**src/rtl/gces_pkg.sv**
```systemverilog
// ----------------------------------------------------------------------------
// gces_pkg
// Types and constants shared by the grid cell elevation statistics block.
// ----------------------------------------------------------------------------
`default_nettype none

package gces_pkg;

    localparam int MUL_W  = 33;
    localparam int DIV_W  = 49;
    localparam int DVS_W  = 17;
    localparam int STEP_W = 6;

    localparam logic [15:0] COUNT_MAX = 16'hFFFF;

    localparam logic FUNC_ACCUM = 1'b0;
    localparam logic FUNC_READ  = 1'b1;

    typedef struct packed {
        logic        [15:0] count;
        logic signed [31:0] hmin;
        logic signed [31:0] hmax;
        logic signed [31:0] mean;
        logic        [63:0] dev;
    } cell_row_t;

    typedef enum logic [3:0] {
        ST_CLEAR,
        ST_IDLE,
        ST_FETCH,
        ST_LOAD,
        ST_MUL_MEAN,
        ST_DIV,
        ST_MUL_DEV,
        ST_WRITE,
        ST_DONE
    } state_t;

endpackage

`default_nettype wire

```
**src/rtl/gces_serial_mul.sv**
```systemverilog
// ----------------------------------------------------------------------------
// gces_serial_mul
// Unsigned shift-add multiplier, one multiplier bit per cycle.
// ----------------------------------------------------------------------------
`default_nettype none

module gces_serial_mul
(
    input  wire logic                             clk,
    input  wire logic                             rst_n,
    input  wire logic                             start,
    input  wire logic [gces_pkg::MUL_W-1:0]       a,
    input  wire logic [gces_pkg::MUL_W-1:0]       b,
    output logic                                  done,
    output logic      [2*gces_pkg::MUL_W-1:0]     product
);

    localparam int W = gces_pkg::MUL_W;

    logic [2*W-1:0]              acc_reg, acc_next;
    logic [W-1:0]                a_reg, a_next;
    logic [gces_pkg::STEP_W-1:0] cnt_reg, cnt_next;
    logic                        run_reg, run_next;
    logic                        done_reg, done_next;
    logic [W:0]                  part;

    always_comb
    begin
        part      = {1'b0, acc_reg[2*W-1:W]} + (acc_reg[0] ? {1'b0, a_reg} : '0);
        acc_next  = acc_reg;
        a_next    = a_reg;
        cnt_next  = cnt_reg;
        run_next  = run_reg;
        done_next = 1'b0;
        if (start)
        begin
            acc_next = {{W{1'b0}}, b};
            a_next   = a;
            cnt_next = '0;
            run_next = 1'b1;
        end
        else if (run_reg)
        begin
            acc_next = {part, acc_reg[W-1:1]};
            cnt_next = cnt_reg + 1'b1;
            if (cnt_reg == gces_pkg::STEP_W'(W - 1))
            begin
                run_next  = 1'b0;
                done_next = 1'b1;
            end
        end
    end

    always_ff @(posedge clk or negedge rst_n)
    begin
        if (!rst_n)
        begin
            run_reg  <= 1'b0;
            done_reg <= 1'b0;
            cnt_reg  <= '0;
        end
        else
        begin
            run_reg  <= run_next;
            done_reg <= done_next;
            cnt_reg  <= cnt_next;
        end
    end

    always_ff @(posedge clk)
    begin
        acc_reg <= acc_next;
        a_reg   <= a_next;
    end

    assign done    = done_reg;
    assign product = acc_reg;

endmodule

`default_nettype wire

```
**config.mk**
```make
export PLATFORM = sky130hd
export DESIGN_NAME = gces_serial_mul
export DESIGN_NICKNAME = d
export VERILOG_FILES = /design/src/rtl/gces_pkg.sv /design/src/rtl/gces_serial_mul.sv
export SDC_FILE = /design/constraint.sdc
export NUM_CORES = 1
export LEC_CHECK = 0
export BUFFER_PORTS_ARGS = -buffer_cell sky130_fd_sc_hd__buf_2
export CAP_MARGIN = 40
export CORE_UTILIZATION = 55
export DETAILED_ROUTE_END_ITERATION = 6
export PLACE_DENSITY_LB_ADDON = 0.05
export SKIP_CTS_REPAIR_TIMING = 1
export SYNTH_ARGS = -nofsm -noshare
export SYNTH_HDL_FRONTEND = slang
export SYNTH_SLANG_ARGS = --single-unit
```
**constraint.sdc**
```tcl
create_clock -name clk -period 3 [get_ports clk]
set_input_delay 0.75 -clock clk [delete_from_list [all_inputs] [get_ports clk]]
set_output_delay 0.75 -clock clk [all_outputs]
set_load 0.03 [all_outputs]
```
# Word level (Yosys, flattened, before mapping)
# Index checks and enable logic that the tools add are counted.
# totals
register_bits,107
in_bits,69
# classes
addsub,2
eq_ne,1
n_mux,11
reduce_logical,1
# op_table
operator,n
two-way mux 33 bit,3
adder 33 x 33 -> 34 bit,1
two-way mux 6 bit,2
"adder 6 x 1 -> 6 bit, second input constant",1
"== test 6 bit, second input constant",1
two-way mux 1 bit,6
nonzero test 2 bit,1

# Longest topological paths before layout
# depth
word_depth,4
ltp_mapped,12
depth_no_buf,12

# Least setup slack after synthesis
# Ideal clock, no wire load.
# synth_timing
kind,reg2reg
start,"reg acc_reg[0], in the netlist product[0]"
end,"reg acc_reg[64], in the netlist product[64]"
setup_ps,137
t_arrival_ps,2835
required_ps,2863
setup_slack_ps,28
stages_incl_launch_ff,12
n_path_buf,1
cell_sequence,edfxtp_1 clkbuf_1 nand2_1 fa_1 nand2b_1 a21oi_2 o211a_4 o21ai_2 a2111oi_2 nor3_1 o311ai_0 o211ai_1
# synth_via
elab_chain_cells,2
# synth_lines
element,line_no,source
from (decl),gces_serial_mul.sv:20,"logic [2*W-1:0] acc_reg, acc_next;"
from (signal assigned),gces_serial_mul.sv:72,acc_reg <= acc_next;
two-way mux 33 bit,gces_serial_mul.sv:29,"part = {1'b0, acc_reg[2*W-1:W]} + (acc_reg[0] ? {1'b0, a_reg} : '0);"
adder 33 x 33 -> 34 bit,gces_serial_mul.sv:29,
# Every way passes these cells.
# A chain may end at the register's enable or synchronous reset.

# Worst setup path in the final report
# layout_timing
start,"reg acc_reg[0], in the netlist product[0]"
end,"reg acc_reg[60], in the netlist product[60]"
# The elaborated chain is that of the path after synthesis.

==> impl_metrics.toml <==
[power_and_ir_drop]
combinationalPowerShare = 0.371
report.power.total_mw = 4.44
cellLeakagePower_nw = 3.32
pwr-share-clk = 0.199
intPower_mw = 2.75
ir_worst_vdd_mv = 0.579
seqPwrFrac = 0.431
swShare = 0.381
pwr_density_cell_nw_per_um2 = 626
switchingPower_mw = 1.69

[floorplan]
start_util = 0.573
core_um2 = 10500
placementRows = 37
ioPinCount = 136
die_area_um2 = 11300
fp.dieH_um = 106
die_width_um = 106

[final_layout]
final_nets = 798
final_cell_mix = "134 x buf_2, 66 x edfxtp_1, 42 x nor2_1, 34 x and2_1"
final_area_um2 = 7090
largest_reg_flops = 66
multi_input_area_um2 = 3040
area_growth_syn_to_layout_pct = 18.2
drive_gt1_frac = 0.330
n_antenna_cell = 0
fill_cells = 847
final_common_cell = "buf_2"
regArea_um2 = 2840
utilization = 0.678
finalNonFillerCells = 834

[timing]
finalHoldViolations = 0
clock.fmax_mhz = 348
rsz0062_at_grt = "true"
worst-slew-pin-transition_ns = 0.509
relSlewSlack = 0.660
tns_ns = 0
finClkSkew_ns = 0.0200
timing.final.crit_period_ns = 2.87
fin_hold_ws_ns = 0.183
period_share = 0.957
finalSetupViolations = 0
setup_ws_ns = 0.129
drv_slew = 0

[routing]
routedWlPerCell_um = 16.2
wl_met1_um = 6070
dr.pass1.iters = 5
num_vias = 4697
drc = 0
routed.top_layer = "met4"
routed_via_density = 5.63
drt_iter0_drc = 161
wl_met3_um = 850
ant_nets = 0
routed_wl_um = 13500
route.met2.wl_um = 6370

[worst_setup_path]
arrival_ns = 3.18
path_class = "reg -> reg"
crit_chain = "and2_1 -> ha_1 -> inv_1 -> fa_1 -> nand2b_4 -> a21oi_4 -> o211a_4 -> o21ai_2 -> a2111oi_4 -> nor3_2 -> buf_4 -> o21a_1 -> o211ai_1"
cp.required_ns = 3.31
cpPeakStageDelay_ns = 0.41
crit_path_top_delay_cell = "edfxtp_1"
path_max_fanout = 3
end_kind = "register"
critPathLaunchType = "register"

[clock_network]
cts_tree = "done"
insertion_delay_ns = 0.40
clockBufferDepth = 2
cts_made_buffers = 9
clockRootBuffer = "clkbuf_8"
clk_pin_slew_ns = 0.12
cts_max_level = 3
clock_sinks = 107

[global_route]
grt_overflow = 0
grt_pass1_wl_um = 21500
track_usage = 0.244
grt_pass1_vias = 4565
grt_max_degree = 44
antenna_found_initial = 0

[run]
cap_violations = 0

[synth]
avgSynthCellArea_um2 = 10.8
ys_warn_count = 0
syn_inst = 553
synth_nets = 658
synthDistinctLibCells = 69
synth-async-reset-ratio = 0.0748
ys_ff_latch = 107
ys.flop_type = "edfxtp_1"
synth.yosys.seq_area_share = 0.474
syn_area_um2 = 6000
synth_edf_count = 66

[place]
place.gp.congestion = 0.900
place_area_um2 = 6810
pre_cts_ws_ns = 0.0409
dp_cells = 815
place_hpwl_um = 9820
io_buffers = 135

[status]
status = "finished, final reports clean"

[min_path]
min_path_type = "in -> async"
-- synthesized netlist by cell type, drive strengths merged (2+ instances only) --
cell type / count / area [µm²]
nand2: 29 / 109
a21boi: 2 / 15.0
dfrtp: 8 / 200
nor3: 6 / 30.0
o21bai: 3 / 22.5
xnor2: 11 / 96.3
buf: 3 / 26.3
a31oi: 5 / 31.3
mux2i: 14 / 140
o2111ai: 5 / 43.8
nand2b: 13 / 81.3
a211oi: 5 / 37.5
a211o: 2 / 18.8
and4: 2 / 17.5
ha: 35 / 438
clkbuf: 16 / 90.1
or3b: 3 / 26.3
mux2: 33 / 372
a21o: 17 / 129
dfxtp: 33 / 661
o211ai: 9 / 72.6
nor2b: 3 / 18.8
nand3b: 3 / 22.5
a21oi: 35 / 183
o21ai: 27 / 150
a21bo: 2 / 20.0
nand3: 10 / 50.1
or3: 3 / 18.8
nor2: 44 / 170
and2: 36 / 226
or2: 2 / 12.5
o21a: 5 / 37.5
nand4: 6 / 37.5
xor2: 11 / 96.3
inv: 19 / 71.3
edfxtp: 66 / 1980
and3: 8 / 53.8
-- area by class of cell --
class                           count  share of cell area
Tap cell                          136              0.0240
Timing Repair Buffer              148               0.110
Multi-Input combinational cell    408               0.428
Inverter                           19              0.0101
Clock inverter                      6             0.00724
Clock buffer                       10              0.0194
Sequential cell                   107               0.401
-- final timing paths --
| path | from | end | slack, ns | depth (start not counted) |
|---|---|---|---|---|
| worst max-delay path | product[0] | product[60] | 0.13 | 13 |
| worst max register to register | product[0] | product[60] | 0.13 | 13 |
| min in group clk | product[54] | product[54] | 0.47 | 2 |
| max in group asynchronous | rst_n | cnt_reg[5] | 2.65 | 1 |
| worst min-delay path | rst_n | cnt_reg[0] | 0.18 | 1 |
| worst min register to register | product[54] | product[54] | 0.47 | 2 |
-- cell families (layout without fill, tap and decap cells) --
| logic type | count (synthesis) | count (layout) | share of synthesized area |
|---|---|---|---|
| adders and majority gates | 36 | 36 | 0.0763 |
| and+or+nand+nor | 172 | 172 | 0.151 |
| xor gates and xnor gates | 22 | 22 | 0.0321 |
| AOI/OAI and AO/OA | 131 | 131 | 0.150 |
| buffers and inverters | 38 | 183 | 0.0313 |
| DFF | 107 | 107 | 0.474 |
| muxes | 47 | 47 | 0.0853 |
-- critical path: cells and delay by family, from the launching register on --
kind	cells	cell delay [ns]
AO/OA/AOI/OAI	6	1.16
adder cells (fa/ha/maj)	2	0.56
AND/OR/NAND/NOR	3	0.44
flip-flops	1	0.41
buffers and inverters	2	0.21
-- power groups by stage --
| stage | sequential [mW] | clock, mW | combinational (mW) |
|---|---|---|---|
| after detailed placement | 1.94 | 0 | 1.60 |
| after global routing | 1.94 | 0.952 | 1.79 |
| final | 1.91 | 0.882 | 1.65 |
| after floorplan | 2.24 | 0 | 0.882 |
| after global placement | 1.94 | 0 | 1.57 |
| after CTS | 1.91 | 0.915 | 1.61 |
-- routing by layer --
layer  track usage  up-vias
met4        0.0744        0
met1         0.314     2241
met2         0.394      135
met5             0        -
li1              -     2308
met3        0.0773       13
Note: power is estimated with default switching activity, not from simulation.
