--- src/rtl/gces_pkg.sv ---
// ----------------------------------------------------------------------------
// gces_pkg
// Types and constants shared by the grid cell elevation statistics block.
// ----------------------------------------------------------------------------
`default_nettype none

package gces_pkg;

    localparam int MUL_W  = 33;
    localparam int DIV_W  = 49;
    localparam int DVS_W  = 17;
    localparam int STEP_W = 6;

    localparam logic [15:0] COUNT_MAX = 16'hFFFF;

    localparam logic FUNC_ACCUM = 1'b0;
    localparam logic FUNC_READ  = 1'b1;

    typedef struct packed {
        logic        [15:0] count;
        logic signed [31:0] hmin;
        logic signed [31:0] hmax;
        logic signed [31:0] mean;
        logic        [63:0] dev;
    } cell_row_t;

    typedef enum logic [3:0] {
        ST_CLEAR,
        ST_IDLE,
        ST_FETCH,
        ST_LOAD,
        ST_MUL_MEAN,
        ST_DIV,
        ST_MUL_DEV,
        ST_WRITE,
        ST_DONE
    } state_t;

endpackage

`default_nettype wire

--- src/rtl/gces_serial_div.sv ---
// ----------------------------------------------------------------------------
// gces_serial_div
// Unsigned restoring divider, one quotient bit per cycle.
// ----------------------------------------------------------------------------
`default_nettype none

module gces_serial_div
(
    input  wire logic                          clk,
    input  wire logic                          rst_n,
    input  wire logic                          start,
    input  wire logic [gces_pkg::DIV_W-1:0]    dividend,
    input  wire logic [gces_pkg::DVS_W-1:0]    divisor,
    output logic                               done,
    output logic      [gces_pkg::DIV_W-1:0]    quotient
);

    localparam int W = gces_pkg::DIV_W;
    localparam int V = gces_pkg::DVS_W;

    logic [W-1:0]                q_reg, q_next;
    logic [V-1:0]                rem_reg, rem_next;
    logic [V-1:0]                dvs_reg, dvs_next;
    logic [gces_pkg::STEP_W-1:0] cnt_reg, cnt_next;
    logic                        run_reg, run_next;
    logic                        done_reg, done_next;
    logic [V:0]                  trial;
    logic [V:0]                  diff;

    always_comb
    begin
        trial     = {rem_reg, q_reg[W-1]};
        diff      = trial - {1'b0, dvs_reg};
        q_next    = q_reg;
        rem_next  = rem_reg;
        dvs_next  = dvs_reg;
        cnt_next  = cnt_reg;
        run_next  = run_reg;
        done_next = 1'b0;
        if (start)
        begin
            q_next   = dividend;
            rem_next = '0;
            dvs_next = divisor;
            cnt_next = '0;
            run_next = 1'b1;
        end
        else if (run_reg)
        begin
            if (trial >= {1'b0, dvs_reg})
            begin
                rem_next = diff[V-1:0];
                q_next   = {q_reg[W-2:0], 1'b1};
            end
            else
            begin
                rem_next = trial[V-1:0];
                q_next   = {q_reg[W-2:0], 1'b0};
            end
            cnt_next = cnt_reg + 1'b1;
            if (cnt_reg == gces_pkg::STEP_W'(W - 1))
            begin
                run_next  = 1'b0;
                done_next = 1'b1;
            end
        end
    end

    always_ff @(posedge clk or negedge rst_n)
    begin
        if (!rst_n)
        begin
            run_reg  <= 1'b0;
            done_reg <= 1'b0;
            cnt_reg  <= '0;
        end
        else
        begin
            run_reg  <= run_next;
            done_reg <= done_next;
            cnt_reg  <= cnt_next;
        end
    end

    always_ff @(posedge clk)
    begin
        q_reg   <= q_next;
        rem_reg <= rem_next;
        dvs_reg <= dvs_next;
    end

    assign done     = done_reg;
    assign quotient = q_reg;

endmodule

`default_nettype wire

--- config.mk ---
export PLATFORM = sky130hd
export DESIGN_NAME = gces_serial_div
export DESIGN_NICKNAME = d
export VERILOG_FILES = /design/src/rtl/gces_pkg.sv /design/src/rtl/gces_serial_div.sv
export SDC_FILE = /design/constraint.sdc
export NUM_CORES = 1
export LEC_CHECK = 0
export ABC_CLOCK_PERIOD_IN_PS = 3670
export BUFFER_PORTS_ARGS = -buffer_cell sky130_fd_sc_hd__buf_4
export CAP_MARGIN = 15
export CORE_ASPECT_RATIO = 1.1
export CORE_MARGIN = 2
export CORE_UTILIZATION = 30
export CTS_BUF_LIST = sky130_fd_sc_hd__clkbuf_4
export CTS_CLUSTER_SIZE = 24
export DETAILED_ROUTE_END_ITERATION = 6
export REMOVE_ABC_BUFFERS = 1
export SLEW_MARGIN = 15
export SYNTH_ARGS = -nofsm -noshare
export SYNTH_HDL_FRONTEND = slang
export SYNTH_SLANG_ARGS = --single-unit
--- constraint.sdc ---
create_clock -name clk -period 3.67 [get_ports clk]
set_input_delay 0.734 -clock clk [delete_from_list [all_inputs] [get_ports clk]]
set_output_delay 0.734 -clock clk [all_outputs]
set_load 0.02 [all_outputs]
Word level (Yosys, flattened, before mapping)
Index checks and enable logic that the tools add are counted.
Word-level totals
  register bits after elaboration: 91
  output and inout bits: 50
Operators by class
  $add $sub $neg: 2
  order comparisons: 1
  eq/ne operators: 1
  muxes and demuxes: 12
  reduce and logical (&&, ||, !) cells: 1
Operators with widths (number)
  $mux W49: 2
  $ge A18 B17 Y1: 1
  $mux W17: 1
  $sub A17 B17 Y17: 1
  $mux W6: 2
  $mux W1: 7
  $add A6 B1 Y6 const B: 1
  $eq A6 B6 Y1 const B: 1
  $reduce_bool A2 Y1: 1

Longest topological paths before layout
  word-level depth: 4
  mapped depth: 12
  gate-level depth less buffers: 11

Worst setup path after synthesis
Ideal clock, no wire load.
  kind: register -> register
  start: reg q_reg[48], in the netlist quotient[48]
  end: reg q_reg[0], in the netlist quotient[0], data pin
  setup time: 273 ps
  arrival: 2639 ps
  setup slack: 758 ps
  stages on the path, launching flop included: 12
  buffers on the path: 2
  period minus slack after synthesis: 2912 ps
  cell sequence: edfxtp_1 > inv_1 > ha_1 > inv_1 > fa_1 > a21o_1 > a221oi_4 > o221ai_2 > o41ai_2 > buf_4 > buf_4 > o21ai_0
On the way
  longest elaborated chain between the ends: 4
Ends and longest elaborated chain
  start: declaration: RTL line gces_serial_div.sv:21  | logic [W-1:0] q_reg, q_next;
  start signal: assignment: RTL line gces_serial_div.sv:87  | q_reg <= q_next;
  $ge A18 B17 Y1: RTL line gces_serial_div.sv:50  | if (trial >= {1'b0, dvs_reg})
  $mux W1: RTL line gces_serial_div.sv:50
  $mux W49: RTL line gces_serial_div.sv:48  | else if (run_reg)
  $mux W49: RTL line gces_serial_div.sv:40  | if (start)
  net q_next[0]: RTL line gces_serial_div.sv:21
The timed path passes the listed nets, and every way through them passes these cells. The select of a mux whose other input is x is not followed.
A chain may end at the register's enable or synchronous reset.

Worst setup path in the final report
  start: reg q_reg[48], in the netlist quotient[48]
  end: reg rem_reg[14]
On the way
  longest elaborated chain between the ends: 2
Ends and longest elaborated chain
  $sub A17 B17 Y17 or $ge A18 B17 Y1 (tied branches): RTL line gces_serial_div.sv:33, gces_serial_div.sv:50
  $mux W17 (*): RTL line gces_serial_div.sv:50
  end signal: assignment: RTL line gces_serial_div.sv:88  | rem_reg <= rem_next;
  end: declaration: RTL line gces_serial_div.sv:22  | logic [V-1:0] rem_reg, rem_next;
Every way passes the cells marked *; elsewhere a longest branch is shown, timed or not.

==> metrics.cfg <==
[cts]
postCtsSetupBuffers = 0
cts_tree = yes
clkSinkCount = 91
path_clk_slew_ns = 0.17
htreeDepth = 3
cts_root_buf = clkbuf_4
clockBufferDepth = 2
cts_hold_buffers = 0
insertion_delay_ns = 0.48
post_cts_resized = 0
cts_buffers = 9

[layout]
final_common_cell = buf_4
largest_register_ff_count = 49
synthToLayoutAreaGrowth_pct = 28.88
final_cell_mix = buf_4, edfxtp_1, mux2_2, nor2_1, inv_1
post-route-util_pct = 39.15
nets = 568
fillers = 1459
fin_cells = 681
drive_gt1_share_pct = 40.70

[yosys]
synth_area_um2 = 4519
yosysWarnings = 0
synth_area_leaders = edfxtp_1, mux2_2, dfxtp_1
synthFlopType = edfxtp_1
avgSynthCellArea_um2 = 12.62
ys_types = 50
yosys.area.top_type = edfxtp_1
yosys.area.top_type_share_pct = 43.85
synth_seq_cells = 91
synth_edf_count = 66
synth-async-reset-ratio_pct = 8.791
synthCells = 358
synth_seq_area_share_pct = 55.81

[worst_setup_path]
path_common_cell = inv_1
cpPeakStageDelay_ns = 0.45
endpoint_kind = flip-flop
worst-setup-path-type = flip-flop to flip-flop
r2r-start = quotient[48]
path_buf_inv = 3
path_cells = inv_1 -> ha_1 -> inv_1 -> fa_1 -> a21o_1 -> a221oi_4 -> o221ai_2 -> o41ai_4 -> buf_4 -> mux2i_1 -> o21ai_1
r2r_cells = 11
rr_endpoint = rem_reg[14]
worstSetupStartpointType = flip-flop
ff2ff_setup_slack_ns = 0.66
crit_family = compound AO/OA/AOI/OAI gates
crit_cells = 11
critPathSlowestCell = edfxtp_1
required_ns = 4.04
worstPathMaxFanout = 17
crit_end = rem_reg[14]
startpoint = quotient[48]
cp.arrival_ns = 3.37

[run_status]
status = finished clean

[global_route]
grt_pass1_wl_um = 17060
grt_pass1_vias = 3452
grt_busiest_layer = met2
met1_usage_pct = 15.74
track_usage_pct = 13.59
overflow = 0
grt_util_met2_pct = 21.60
antenna_found_initial = 1
grt_max_degree = 49
use_met3_pct = 5.991

[sta]
max_freq_mhz = 332.6
setup_violations = 0
slew_headroom_pct = 51.41
min_period_over_period_pct = 81.92
clock_skew_ns = 0.01917
final_max_slew_viol_count = 0
min_period_ns = 3.006
worst_pin_slew_ns = 0.7274
finalHoldViolations = 0
rsz0062_at_grt = no

[floorplan]
core_area_um2 = 14880
fp.dieH_um = 132.7
die-area_um2 = 16060
die_w_um = 121.0
rows = 47
initial_core_util_pct = 30.38
io_pins = 119

[placement]
dpl.hpwl_um = 7528
place_congestion = 0.7974
post-place-cells = 664
io_buffers = 118

[routing]
ant_nets = 0
drt_iter0_drc = 83
drc = 0
drt-wirelength-per-cell_um = 15.43
first_pass_iters = 4
vias_per_cell = 4.714
routed_wl_um = 10510
via_count = 3210

[power]
p_switching_w = 0.0006437
p_comb_share_pct = 17.6
clockPowerShare_pct = 29.4
power_frac_seq_pct = 53.0
peakVddDrop_mv = 0.2365
p_int_w = 0.001687
leakage_nw = 2.497
p_per_area_nw_per_um2 = 400.2
swShare_pct = 27.62

[run]
drv_cap = 0

[hold_path]
hold_path_class = primary input to async pin

logic make-up after synthesis:
group | after synthesis | share of synthesized area (%)
AO/OA/AOI/OAI | 69 | 11.05
XOR/XNOR | 18 | 3.488
adder cells (fa/ha/maj) | 20 | 5.703
buffers and inverters | 38 | 3.405
flip-flops | 91 | 55.81
multiplexers | 52 | 12.85
AND/OR/NAND/NOR | 70 | 7.696
metrics by stage:
stage                     hold WS [ns]  setup TNS, ns  total power [W]  setup WS, ns  area (um2)
final                          0.02680              0         0.002331        0.6635        5824
after global routing           0.01885              0         0.002427        0.4408        5824
after CTS                     0.005984              0         0.002359        0.6443        5822
after detailed placement        0.4723              0         0.001671        0.6834        5647
after global placement          0.4579              0         0.001668        0.7910        5647
after floorplan                 0.4384         -2.114         0.001464       -0.1860        4452
layout make-up:
class | count | area [um2] | share of cell area, %
timing repair buffer | 125 | 938.4 | 16.11
clock buffer | 9 | 67.56 | 1.160
multi-input combinational | 229 | 1854 | 31.84
sequential | 91 | 2522 | 43.31
antenna | 1 | 2.502 | 0.04296
clock inverter | 7 | 107.6 | 1.847
tap | 196 | 245.2 | 4.211
inverter | 23 | 86.33 | 1.482
Yosys cell counts, drive strengths merged, types with 4 or more instances:
library cell and count:
nor3 5, nand4 5, dfxtp 17, xnor2 6, nand2b 5, a21oi 18, a32oi 5, mux2 48
a211oi 5, xor2 12, o21ai 14, nand2 18, a21o 6, mux2i 4, clkbuf 12, ha 19
inv 23, edfxtp 66, nor2 23, dfrtp 8
power by group through the flow:
stage / logic (W) / registers (W) / clock network [W]
finish: 0.000410 / 0.00124 / 0.000684
global route: 0.000444 / 0.00125 / 0.000736
CTS: 0.000415 / 0.00124 / 0.000706
detailed placement: 0.000413 / 0.00126 / 0
global placement: 0.000410 / 0.00126 / 0
floorplan: 0.000143 / 0.00132 / 0
routing by layer:
| metal | vias to the layer above | share of wire (%) |
|---|---|---|
| li1 | 1571 | - |
| met4 | 0 | 2.2 |
| met3 | 14 | 9.8 |
| met2 | 113 | 45 |
| met5 | - | 0 |
| met1 | 1512 | 43 |
worst min-delay path by stage:
stage               startpoint          to  slack, ns  depth (start not counted)
floorplan                rst_n  cnt_reg[0]       0.44                          0
global placement    rem_reg[1]  rem_reg[1]       0.46                          2
detailed placement  rem_reg[1]  rem_reg[1]       0.47                          2
CTS                      rst_n  cnt_reg[3]      0.006                          1
global route             rst_n  cnt_reg[3]       0.02                          1
finish                   rst_n  cnt_reg[3]       0.03                          1
Note: power is estimated with default switching activity, not from simulation.
